===== config.mk =====
export PLATFORM = sky130hd
export DESIGN_NAME = rbf_pos
export DESIGN_NICKNAME = d
export VERILOG_FILES = /design/src/rtl/rbf_pkg.sv /design/src/rtl/rbf_pos.sv
export SDC_FILE = /design/constraint.sdc
export NUM_CORES = 1
export LEC_CHECK = 0
export ABC_AREA = 1
export BUFFER_PORTS_ARGS = -buffer_cell sky130_fd_sc_hd__clkbuf_2
export CAP_MARGIN = 20
export CORE_MARGIN = 2
export CORE_UTILIZATION = 25
export DETAILED_ROUTE_END_ITERATION = 7
export GPL_ROUTABILITY_DRIVEN = 0
export SETUP_SLACK_MARGIN = 0.4
export SYNTH_ARGS = -nofsm -noshare
export SYNTH_HDL_FRONTEND = slang
export SYNTH_SLANG_ARGS = --single-unit

===== constraint.sdc =====
create_clock -name clk -period 6.74 [get_ports clk]
set_input_delay 0.674 -clock clk [delete_from_list [all_inputs] [get_ports clk]]
set_output_delay 0.674 -clock clk [all_outputs]
set_load 0.02 [all_outputs]

===== src/rtl/rbf_pkg.sv =====
// ============================================================================
// rbf_pkg
// Types and constants shared by the modules of the 3x3 RGB box filter.
// ============================================================================
package rbf_pkg;

    localparam int MAX_WIDTH_DEF = 2048;   // default line store depth
    localparam int DATA_W        = 8;      // bits per color channel
    localparam int CFG_W         = 12;     // width of the size registers
    localparam int ROW_W         = 13;     // row counter, holds height + 1
    localparam int POS_W         = 23;     // result counter within a frame
    localparam int SUM_W         = 12;     // sum of nine channel values
    localparam int APB_DW        = 32;
    localparam int APB_AW        = 3;
    localparam int REG_IDX_W     = 1;

    localparam logic [REG_IDX_W-1:0] REG_IMAGE_WIDTH  = 1'b0;
    localparam logic [REG_IDX_W-1:0] REG_IMAGE_HEIGHT = 1'b1;

    localparam logic [CFG_W-1:0] RESET_WIDTH  = 12'd640;
    localparam logic [CFG_W-1:0] RESET_HEIGHT = 12'd480;

    // floor(x / 9) == (x * 1821) >> 14 for every x below 2304.
    localparam int DIV9_MUL_W = 11;
    localparam logic [DIV9_MUL_W-1:0] DIV9_MUL = 11'd1821;
    localparam int DIV9_SHIFT = 14;

    typedef logic [DATA_W-1:0] chan_t;

    typedef struct packed {
        chan_t red;
        chan_t green;
        chan_t blue;
    } pixel_t;

    // Index 0 is the upper row, 2 the current row.
    typedef pixel_t [2:0] column_t;

    typedef struct packed {
        logic [SUM_W-1:0] red;
        logic [SUM_W-1:0] green;
        logic [SUM_W-1:0] blue;
    } sums_t;

    typedef struct packed {
        logic has_res;
        logic border;
        logic frame_end;
    } item_ctrl_t;

endpackage


===== src/rtl/rbf_pos.sv =====
// ============================================================================
// rbf_pos
// Frame position counters and the per-item result, border and end decode.
// ============================================================================
module rbf_pos
    import rbf_pkg::*;
#(
    parameter int MAX_WIDTH = MAX_WIDTH_DEF
) (
    input  logic                            clk,
    input  logic                            rst_n,
    input  logic                            step,
    input  logic [$clog2(MAX_WIDTH+1)-1:0]  width_eff,
    input  logic [CFG_W-1:0]                height_eff,
    output logic [$clog2(MAX_WIDTH)-1:0]    col,
    output item_ctrl_t                      ctrl
);

    localparam int WW = $clog2(MAX_WIDTH + 1);
    localparam int CW = $clog2(MAX_WIDTH);
    localparam int PW = WW + CFG_W;
    localparam int EW = (PW > POS_W) ? PW : POS_W;

    logic [CW-1:0]    col_reg;
    logic [ROW_W-1:0] row_reg;
    logic [POS_W-1:0] pos_reg;

    logic [ROW_W-1:0] hgt;
    logic [WW-1:0]    col_inc;
    logic [ROW_W-1:0] orow;
    logic [WW-1:0]    ocol;
    logic [PW-1:0]    frame_size;
    logic             frame_last;

    assign hgt     = ROW_W'(height_eff);
    assign col_inc = WW'(col_reg) + WW'(1);

    // At column zero the result belongs to the last column of two rows up.
    assign orow = (col_reg != '0) ? row_reg - ROW_W'(1) : row_reg - ROW_W'(2);
    assign ocol = (col_reg != '0) ? WW'(col_reg) - WW'(1) : width_eff - WW'(1);

    assign frame_size = PW'(width_eff) * PW'(height_eff);
    assign frame_last = row_reg >= hgt + ROW_W'(1);

    always_comb begin
        ctrl.has_res   = (row_reg >= ROW_W'(2)) ||
                         ((row_reg == ROW_W'(1)) && (col_reg != '0));
        ctrl.border    = (orow == '0) || (ocol == '0) ||
                         (orow >= hgt - ROW_W'(1)) || (ocol >= width_eff - WW'(1));
        ctrl.frame_end = EW'(pos_reg) == EW'(frame_size) - EW'(1);
    end

    assign col = col_reg;

    always_ff @(posedge clk) begin
        if (!rst_n) begin
            col_reg <= '0;
            row_reg <= '0;
            pos_reg <= '0;
        end else if (step) begin
            if (frame_last) begin
                col_reg <= '0;
                row_reg <= '0;
                pos_reg <= '0;
            end else begin
                pos_reg <= pos_reg + POS_W'(ctrl.has_res);
                if (col_inc >= width_eff) begin
                    col_reg <= '0;
                    row_reg <= row_reg + ROW_W'(1);
                end else begin
                    col_reg <= col_reg + CW'(1);
                end
            end
        end
    end

endmodule


-- Word level (Yosys, flattened, before mapping)
Index checks and enable logic that the tools add are counted.
- output and inout bits: 14
- bits in registers: 47
- memory bits (writable): 0
- bits in read-only memories: 0
- logic and storage cells: 39
- latch bits: 0
- memories kept: 0
- input bits: 27
- mux-type cells: 7
- bitwise operators: 0
- multiply operators: 1
- shift operators: 0
- reductions and logical operators: 10
- eq/ne operators: 2
- divide/modulo/power cells: 0
- order comparisons: 5
- add/subtract/negate cells: 11
- operators with widths (cell ; count):
    13-bit 2-to-1 mux ; 3
    13-bit >= comparator ; 2
    23-bit by 24-bit equality test with 1-bit output ; 1
    12-bit >= comparator ; 2
    12-bit by 12-bit multiplier with 24-bit output ; 1
    24-bit by 1-bit subtractor with 24-bit output (second input constant) ; 1
    23-bit by 1-bit adder with 23-bit output ; 1
    23-bit 2-to-1 mux ; 1
    11-bit 2-to-1 mux ; 2
    12-bit by 1-bit adder with 13-bit output (second input constant) ; 1
    13-bit by 1-bit adder with 13-bit output (second input constant) ; 1
    13-bit by 1-bit equality test with 1-bit output (second input constant) ; 1
    13-bit by 2-bit >= comparator with 1-bit output (second input constant) ; 1
    13-bit logical NOT ; 1
    12-bit by 1-bit subtractor with 13-bit output (second input constant) ; 1
    13-bit by 1-bit subtractor with 13-bit output (second input constant) ; 1
    13-bit by 2-bit subtractor with 13-bit output (second input constant) ; 1
    11-bit by 1-bit adder with 12-bit output (second input constant) ; 1
    12-bit logical NOT ; 1
    12-bit 2-to-1 mux ; 1
    11-bit by 1-bit subtractor with 12-bit output (second input constant) ; 1
    12-bit by 1-bit subtractor with 12-bit output (second input constant) ; 1
    11-bit by 1-bit adder with 11-bit output (second input constant) ; 1
    11-bit nonzero test ; 1
    4 further kinds ; 7

-- Logic depth before layout (Yosys ltp)
Gate-level depths: netlist (run 1).
- depth after elaboration: 6
- gate-level depth with buffers: 28
- depth with buffers taken out: 26

-- Least setup slack after synthesis (run 1)
Ideal clock, no wire load.
- path type: input to output
- from: in height_eff[3]
- to: out ctrl[0] in the netlist's numbering
- data arrival time: 5.540 ns
- stages on the path: 23
- path buffers: 2
- data required time: 6.066 ns
- setup slack: 0.526 ns
- path through: clkbuf_1 buf_1 nand2_1 fa_1 inv_1 fa_1 inv_1 fa_1 fa_1 fa_1 inv_1 ha_1 nand2_1 inv_1 a21oi_1 nand2_1 nand2_1 nand2_1 a21oi_1 xor2_1 nor2_1 nand3_1 nor2_1
- RTL lines (element ; line ; source):
    start: declaration ; rbf_pos.sv:14 ; input logic [CFG_W-1:0] height_eff,
    end: declaration ; rbf_pos.sv:16 ; output item_ctrl_t ctrl

==> impl_metrics.env, run 1 <==
export IMPL_synth_top_cell_area_share=0.2002
export IMPL_cts_hold_buf=0
export IMPL_cts_buffer_depth=2
export IMPL_crit_path_end_kind="output pin"
export IMPL_leakage_nw=6.038
export IMPL_finalHoldViolations=0
export IMPL_max_cap_violations=0
export IMPL_synth_area_leaders="fa_1, ha_1, nand2_1"
export IMPL_ys_dominant_reg_cell="dfxtp_1"
export IMPL_drive_gt1_frac=0.05448
export IMPL_status="finished, final reports clean"
export IMPL_path_max_fanout=16
export IMPL_portBuffers=40
export IMPL_cp_start_kind="primary input"
export IMPL_finish_instance_area_sq_um=11840
export IMPL_pwr_share_comb=0.869
export IMPL_coreArea_sq_um=42890
export IMPL_antenna_diode_count=0
export IMPL_async_flop_share=0
export IMPL_dieHeight_microns=211.8
export IMPL_antenna_found_initial=0
export IMPL_finalCritPeriodShare=0.8908
export IMPL_syn_area_sq_um=10800
export IMPL_cts_tree="done"
export IMPL_finalMaxSlewViolations=0
export IMPL_tns_ps=0
export IMPL_root_buffer="clkbuf_16"
export IMPL_cts_buffers=5
export IMPL_seq_power_share=0.067
export IMPL_netlist_instances=1601
export IMPL_first_iter_violations=522
export IMPL_hold_path_class="reg -> reg"
export IMPL_netlist_top_cells_count="nand2_1, inv_1, nor2_1"
export IMPL_clk_pin_slew_ps=70
export IMPL_area_delta_synth_final_pct=9.652
export IMPL_ant_nets=0
export IMPL_grt_pass1_vias=9819
export IMPL_worstSetupPathType="in -> out"
export IMPL_netSwitchingFraction=0.5565
export IMPL_yosysWarnings=0
export IMPL_routed_wl_mm=29.11
export IMPL_synth_largest_area_cell="fa_1"
export IMPL_placed_area_sq_um=11510
export IMPL_yosysMostFrequentCell="nand2_1"
export IMPL_post_drt_wl_per_cell_microns=13.34
export IMPL_power_density_nw_per_um2=351.3
export IMPL_syn_avg_cell_area_sq_um=6.745
export IMPL_grt_overflow=0
export IMPL_ir_drop_mv=0.2823
export IMPL_dp_final_hpwl_mm=23.75
export IMPL_cp_arrival_ps=5330
export IMPL_max_freq_mhz=166.6
export IMPL_hold_ws_ps=531.6
export IMPL_htreeDepth=2
export IMPL_grtUsageTotal=0.1366
export IMPL_p_clk_frac=0.064
export IMPL_maxSlewHeadroom=0.3947
export IMPL_grt_start_max_net_pins=29
export IMPL_worstMarginPinSlew_ps=901.9
export IMPL_skew_ps=5.766
export IMPL_start_util=0.2518
export IMPL_cp_required_ps=6070
export IMPL_vias=9697
export IMPL_setup_viol=0
export IMPL_dieArea_sq_um=44870
export IMPL_largest_reg_flops=23
export IMPL_finalWorstPathRequiredPeriod_ps=6004
export IMPL_switching_power_mw=2.315
export IMPL_first_pass_iters=7
export IMPL_synth_distinct_cells=46
export IMPL_grt_pass1_wl_mm=49.16
export IMPL_route_detailed_drc=0
export IMPL_viasPerCell=4.444
export IMPL_synth_seq_area_share=0.08713
export IMPL_final_nets=1867
export IMPL_rsz0062_at_grt="false"
export IMPL_reg2reg_slack_ps=2710
export IMPL_fp_row_count=76
export IMPL_pin_count=41
export IMPL_fp_dieW_microns=211.8
export IMPL_synth_seq_cells=47
export IMPL_syn_nets=1871
export IMPL_clk_latency_ps=310
export IMPL_p_int_mw=1.845
export IMPL_clock_sinks=47
export IMPL_synth_enable_flop_cells=0
==> cell families (layout without fill, tap and decap cells) <==
kind of cell / count (synthesis) / count (layout) / synth area share
adders and majority gates: 243 / 243 / 0.3566
xor gates and xnor gates: 101 / 101 / 0.08191
DFF: 47 / 47 / 0.08713
buffers and inverters: 368 / 364 / 0.1328
AOI/OAI and AO/OA: 123 / 123 / 0.06280
and+or+nand+nor: 719 / 719 / 0.2788
==> cell usage in the layout, fill, tap and decap left out, drive strengths merged, types with 3 or more instances in the layout <==
| cell | instances |
|---|---|
| a21oi | 70 |
| nor3 | 24 |
| ha | 135 |
| xor2 | 82 |
| o21ai | 33 |
| buf | 27 |
| nand4 | 25 |
| inv | 309 |
| xnor2 | 19 |
| o21bai | 3 |
| nand3 | 73 |
| nor2 | 142 |
| nand3b | 10 |
| clkbuf | 26 |
| nand2 | 437 |
| dfxtp | 47 |
| a211oi | 5 |
| nor4 | 3 |
| o21a | 3 |
| fa | 108 |
==> power groups by stage <==
| stage | registers, mW | clock network (mW) | logic, mW |
|---|---|---|---|
| after floorplan | 0.287 | 0 | 2.71 |
| after global placement | 0.287 | 0 | 3.40 |
| after detailed placement | 0.287 | 0 | 3.40 |
| after CTS | 0.280 | 0.278 | 3.44 |
| after global routing | 0.280 | 0.285 | 4.24 |
| final | 0.280 | 0.265 | 3.61 |
==> layout make-up <==
class,instances,area (sq um)
fill,4723,31040
multi-input combinational,1186,8516
inverter,310,1165
sequential,47,940.9
tap,585,732.0
timing repair buffer,47,344.1
clock buffer,6,138.9
clock inverter,1,5.005
==> routing by layer <==
metal	track usage	wire length, microns	vias to the layer above
met5	0	0	-
met3	0.01602	1165	35
met4	0.03715	554	0
li1	-	-	4900
met2	0.2355	13650	215
met1	0.1800	13740	4547
==> worst max-delay path, cell delays in order <==
cell and delay [ps]:
buf_4 230, nand2_1 100, fa_1 500, fa_1 440
fa_1 540, fa_1 530, fa_1 560, inv_1 40
ha_1 350, nand2_1 130, inv_1 50, nand2_1 60
nand3_1 80, a21oi_1 170, nand2_1 100, nand2_1 70
nand2_1 50, xor2_1 140, nor2_1 130, nand3_1 100
nor2_2 110, buf_4 150
==> timing repair <==
action,CTS,global route
setup endpoints to repair,1,1
resized for setup,5,75
setup buffers,0,0
==> per-stage QoR <==
stage,total power [mW],util,setup WS [ps],cells
after floorplan,2.995,-,526.3,1601
after global placement,3.690,0.2685,268.6,2175
after detailed placement,3.687,0.2685,384.7,2175
after CTS,3.994,0.2721,401.6,2182
after global routing,4.804,0.2761,383.6,2182
final,4.159,0.2761,736.2,2182
==> path summary, 6_finish.rpt <==
check             depth (start not counted)           from          end
hold reg to reg                           2         col[1]       col[1]
setup / recovery                         22  height_eff[7]      ctrl[0]
setup reg to reg                         17         col[0]  pos_reg[20]
hold / removal                            2         col[1]       col[1]
No activity file was read; power rests on OpenSTA's default activity.
==> run 2, diff against run 1 <==
--- a/config.mk
+++ b/config.mk
@@ -12,7 +12,9 @@
 export CORE_UTILIZATION = 25
 export DETAILED_ROUTE_END_ITERATION = 7
 export GPL_ROUTABILITY_DRIVEN = 0
+export PLACE_DENSITY = 0.42
 export SETUP_SLACK_MARGIN = 0.4
 export SYNTH_ARGS = -nofsm -noshare
 export SYNTH_HDL_FRONTEND = slang
 export SYNTH_SLANG_ARGS = --single-unit
+export TNS_END_PERCENT = 100
==> run 2 against run 1 <==
  * Global-route usage grew 1.5 points
  * Sequential share of layout area fell by 0.052 points
  * Maximum frequency down 1.2%
  * Clock-buffer cell count did not move
  * Combinational power barely moved
  * Critical path type unchanged
  * First-iteration DRC count is 0.77% higher
  * Sequential power is essentially flat
  * Non-clock buffer count grew 9
==> impl_metrics.env, run 2 (synthesis gave the netlist of run 1 again) <==
export IMPL_status="finished, final reports clean"
export IMPL_cts_buffers=5
export IMPL_antenna_found_initial=2
export IMPL_grt_start_max_net_pins=29
export IMPL_worstHoldStart="col[10]"
export IMPL_post_drt_wl_per_cell_microns=14.62
export IMPL_start_util=0.2518
export IMPL_coreArea_sq_um=42890
export IMPL_grtUsageTotal=0.1512
export IMPL_hold_depth=2
export IMPL_ir_drop_mv=0.2290
export IMPL_first_iter_violations=526
export IMPL_fp_row_count=76
export IMPL_setup_viol=0
export IMPL_hold_path_class="reg -> reg"
export IMPL_grt_pass1_wl_mm=52.92
export IMPL_reg2reg_slack_ps=2620
export IMPL_cts_tree="done"
export IMPL_finalMaxSlewViolations=0
export IMPL_maxSlewHeadroom=0.3070
export IMPL_dp_final_hpwl_mm=26.40
export IMPL_cts_buffer_depth=2
export IMPL_hold_ws_ps=540.7
export IMPL_final_cell_mix="nand2_1, inv_1, nor2_1"
export IMPL_area_delta_synth_final_pct=10.37
export IMPL_cp_required_ps=6070
export IMPL_ant_nets=0
export IMPL_antenna_diode_count=0
export IMPL_final_nets=1876
export IMPL_tns_ps=0
export IMPL_cp_start_kind="primary input"
export IMPL_power_density_nw_per_um2=351.2
export IMPL_routed_wl_mm=32.03
export IMPL_r2r_end="pos_reg[22]"
export IMPL_reg2reg_from="col[0]"
export IMPL_worstSetupPathType="in -> out"
export IMPL_critPathMostFrequentCell="nand2_1"
export IMPL_grt_pass1_vias=9827
export IMPL_worstMarginPinSlew_ps=1038
export IMPL_crit_path_end_kind="output pin"
export IMPL_max_freq_mhz=164.5
export IMPL_place_inst=2184
export IMPL_path_delay_family="adder cells"
export IMPL_dieArea_sq_um=44870
export IMPL_viasPerCell=4.408
export IMPL_vias=9657
export IMPL_cpPeakStageDelay_ps=550
export IMPL_dieHeight_microns=211.8
export IMPL_cp_arrival_ps=5400
export IMPL_grt_overflow=0
export IMPL_skew_ps=10.84
export IMPL_portBuffers=40
export IMPL_finalWorstPathRequiredPeriod_ps=6078
export IMPL_clock_sinks=47
export IMPL_htreeDepth=2
export IMPL_path_max_fanout=8
export IMPL_final_common_cell="nand2_1"
export IMPL_first_pass_iters=5
export IMPL_total_power_mw=4.185
export IMPL_leakage_nw=6.093
export IMPL_critPathBufInv=6
export IMPL_route_detailed_drc=0
export IMPL_finalHoldViolations=0
export IMPL_rsz0062_at_grt="false"
export IMPL_reg2reg_depth=17
export IMPL_pin_count=41
export IMPL_clk_latency_ps=320
export IMPL_largest_reg_flops=23
export IMPL_root_buffer="clkbuf_16"
export IMPL_whs_endpoint="col[10]"
export IMPL_drive_gt1_frac=0.05853
export IMPL_final_cells=2191
export IMPL_finalCritPeriodShare=0.9017
export IMPL_clk_pin_slew_ps=80
export IMPL_fp_dieW_microns=211.8
export IMPL_crit_slowest_cell="fa_1"
export IMPL_max_cap_violations=0
-- run 2: cell type report --
class | count | area (sq um)
clock inverters | 1 | 5.005
well taps | 585 | 732.0
inverters | 310 | 1165
flip-flops and latches | 47 | 940.9
repair buffers | 56 | 434.2
fillers | 4816 | 30970
clock buffers | 6 | 138.9
multi-input cells | 1186 | 8503
-- run 2: worst max path at each step --
stage	from	to	slack [ps]	cells past startpoint
global route	width_eff[7]	ctrl[0]	390	24
finish	width_eff[10]	ctrl[0]	660	25
CTS	height_eff[4]	ctrl[0]	400	24
global placement	width_eff[5]	ctrl[0]	290	24
detailed placement	width_eff[4]	ctrl[0]	260	23
floorplan	height_eff[3]	ctrl[0]	530	23
-- run 2: tightest hold or removal path, delay by kind of cell, from the launching register on --
| kind | cells | cell delay [ps] |
|---|---|---|
| AO/OA/AOI/OAI | 1 | 60 |
| flip-flops | 1 | 360 |
| AND/OR/NAND/NOR | 1 | 80 |
-- run 2: through the flow --
| stage | utilization | cell area [sq um] | setup slack [ps] |
|---|---|---|---|
| 2_1_floorplan | - | 10800 | 526.3 |
| 3_3_place_gp | 0.2701 | 11580 | 288.5 |
| 3_5_place_dp | 0.2701 | 11580 | 259.2 |
| 4_1_cts | 0.2744 | 11770 | 400.5 |
| 5_1_grt | 0.2779 | 11920 | 394.8 |
| 6_report | 0.2779 | 11920 | 662.4 |
-- run 2: where the power goes --
part | leakage [nW] | internal [mW] | total [mW] | switching [mW]
Combinational | 5.64 | 1.39 | 3.62 | 2.23
Clock | 0.0727 | 0.146 | 0.281 | 0.134
Sequential | 0.379 | 0.278 | 0.280 | 0.00190
Total | 6.09 | 1.81 | 4.19 | 2.37
-- run 2: what timing repair did --
action / 4_1_cts / 5_1_grt
resized for setup: 13 / 65
hold buffers: 0 / 0
pin swaps: 0 / 1
hold endpoints to repair: 0 / 0
setup endpoints to repair: 1 / 1
setup buffers: 0 / 0
-- run 2: routing by layer --
| metal | GRT usage | part of all wire |
|---|---|---|
| met4 | 0.04250 | 0.020 |
| met5 | 0 | 0.00028 |
| met2 | 0.2578 | 0.47 |
| met3 | 0.01409 | 0.031 |
| met1 | 0.2030 | 0.48 |
==> run 3, diff against run 2 <==
--- a/config.mk
+++ b/config.mk
@@ -13,6 +13,7 @@
 export DETAILED_ROUTE_END_ITERATION = 7
 export GPL_ROUTABILITY_DRIVEN = 0
 export PLACE_DENSITY = 0.42
+export RECOVER_POWER = 25
 export SETUP_SLACK_MARGIN = 0.4
 export SYNTH_ARGS = -nofsm -noshare
 export SYNTH_HDL_FRONTEND = slang
==> run 3 against run 2 <==
  * Flip-flop and latch count did not move
  * Sequential share of layout area is essentially flat
  * Worst setup slack worse by 6.0 ps
  * Maximum frequency is essentially flat
  * Via count down 0.27%
  * Worst hold slack about the same
  * Critical endpoint unchanged
  * Largest cell class unchanged
==> impl_metrics.env, run 3 (synthesis gave the netlist of run 1 again) <==
export IMPL_power_density_nw_per_um2=351.7
export IMPL_finalCritPeriodShare=0.9026
export IMPL_drive_gt1_frac=0.04919
export IMPL_hold_path_class="reg -> reg"
export IMPL_max_cap_violations=0
export IMPL_cp_required_ps=6070
export IMPL_final_cell_mix="nand2_1, inv_1, nor2_1"
export IMPL_final_seq_area_sq_um=940.9
export IMPL_finalMaxSlewViolations=0
export IMPL_dieHeight_microns=211.8
export IMPL_worstMarginPinSlew_ps=1112
export IMPL_cp_arrival_ps=5410
export IMPL_start_util=0.2518
export IMPL_clock_sinks=47
export IMPL_antenna_found_initial=2
export IMPL_routed_wl_mm=32.01
export IMPL_fp_dieW_microns=211.8
export IMPL_pin_count=41
export IMPL_path_max_fanout=16
export IMPL_dieArea_sq_um=44870
export IMPL_post_drt_wl_per_cell_microns=14.61
export IMPL_worstSetupPathType="in -> out"
export IMPL_finalHoldViolations=0
export IMPL_grt_pass1_vias=9827
export IMPL_htreeDepth=2
export IMPL_cts_buffer_depth=2
export IMPL_fp_row_count=76
export IMPL_portBuffers=40
export IMPL_cts_hold_buf=0
export IMPL_total_power_mw=4.185
export IMPL_clk_pin_slew_ps=80
export IMPL_grtUsageTotal=0.1512
export IMPL_maxSlewHeadroom=0.2562
export IMPL_crit_path_end_kind="output pin"
export IMPL_setup_viol=0
export IMPL_dp_final_hpwl_mm=26.40
export IMPL_rsz0062_at_grt="false"
export IMPL_cts_tree="done"
export IMPL_max_freq_mhz=164.4
export IMPL_ir_drop_mv=0.2290
export IMPL_placed_area_sq_um=11580
export IMPL_antenna_diode_count=0
export IMPL_first_pass_iters=5
export IMPL_vias=9631
export IMPL_final_nets=1876
export IMPL_coreArea_sq_um=42890
export IMPL_finish_instance_area_sq_um=11900
export IMPL_grt_pass1_wl_mm=52.92
export IMPL_first_iter_violations=525
export IMPL_leakage_nw=6.048
export IMPL_fill_cells=4825
export IMPL_tns_ps=0
export IMPL_area_delta_synth_final_pct=10.17
export IMPL_grt_start_max_net_pins=29
export IMPL_route_detailed_drc=0
export IMPL_skew_ps=11.17
export IMPL_ant_nets=0
export IMPL_postCtsSetupBuffers=0
export IMPL_viasPerCell=4.396
export IMPL_status="finished, final reports clean"
export IMPL_cts_buffers=5
export IMPL_cp_start_kind="primary input"
export IMPL_finalWorstPathRequiredPeriod_ps=6084
export IMPL_largest_reg_flops=23
export IMPL_multi_input_area_sq_um=8498
export IMPL_final_common_cell="nand2_1"
export IMPL_grt_overflow=0
export IMPL_root_buffer="clkbuf_16"
export IMPL_clk_latency_ps=320
[run 3: changes by cell type in the layout (fill, tap and decap cells not counted)]
cell      previous run  this run
nand2_1            432       433
nor2_1             135       136
clkbuf_2            18         5
nor2_2               4         3
nand2_2              4         3
clkbuf_1             0        13
[run 3: power by group]
group | internal (mW) | total (mW) | switching [mW] | leakage (nW)
Sequential | 0.278 | 0.280 | 0.00185 | 0.379
Combinational | 1.39 | 3.62 | 2.23 | 5.60
Clock | 0.146 | 0.281 | 0.135 | 0.0727
[run 3: critical path: stages]
cell and delay, ps:
clkbuf_1 770, nand2_1 200, fa_1 540, inv_1 40, ha_1 290, fa_1 480
inv_1 50, fa_1 530, inv_1 40, ha_1 370, nand2_1 140, nor2_1 170
nand3_1 130, nand3_1 120, nand2_1 90, nand2_1 90, nand2_1 50, nand2_1 70
nor2_1 50, nor2_1 130, nand3_1 100, nor2_2 120, buf_4 150
[run 3: cell type report]
cell class                 instances  area share
timing repair buffer              56     0.03512
clock buffer                       6     0.01167
multi-input combinational       1186      0.7143
sequential                        47     0.07908
inverter                         310     0.09791
clock inverter                     1   0.0004207
tap                              585     0.06152
[run 3: what timing repair did]
item | CTS | global route
pin swaps | 0 | 1
gates cloned | 0 | 0
setup endpoints to repair | 1 | 1
gates resized for setup | 13 | 65
[run 3: worst paths after layout]
path	slack, ps	start	end	cells after the start
setup / recovery	660	height_eff[0]	ctrl[0]	23
hold / removal	540	col[10]	col[10]	2
setup reg to reg	2630	col[0]	pos_reg[22]	17
hold reg to reg	540	col[10]	col[10]	2
[run 3: per-layer routing]
layer	part of all wire	track usage
met1	0.48	0.2030
met2	0.47	0.2578
met4	0.019	0.04250
met5	0.00028	0
met3	0.028	0.01409
[run 3: per-stage QoR]
| stage | utilization | cells | setup slack (ps) | hold slack, ps |
|---|---|---|---|---|
| 2_1_floorplan | - | 1601 | 526.3 | 475.8 |
| 3_3_place_gp | 0.2701 | 2184 | 288.5 | 520.8 |
| 3_5_place_dp | 0.2701 | 2184 | 259.2 | 533.7 |
| 4_1_cts | 0.2744 | 2191 | 400.5 | 545.6 |
| 5_1_grt | 0.2774 | 2191 | 215.4 | 566.7 |
| 6_report | 0.2774 | 2191 | 656.3 | 540.4 |
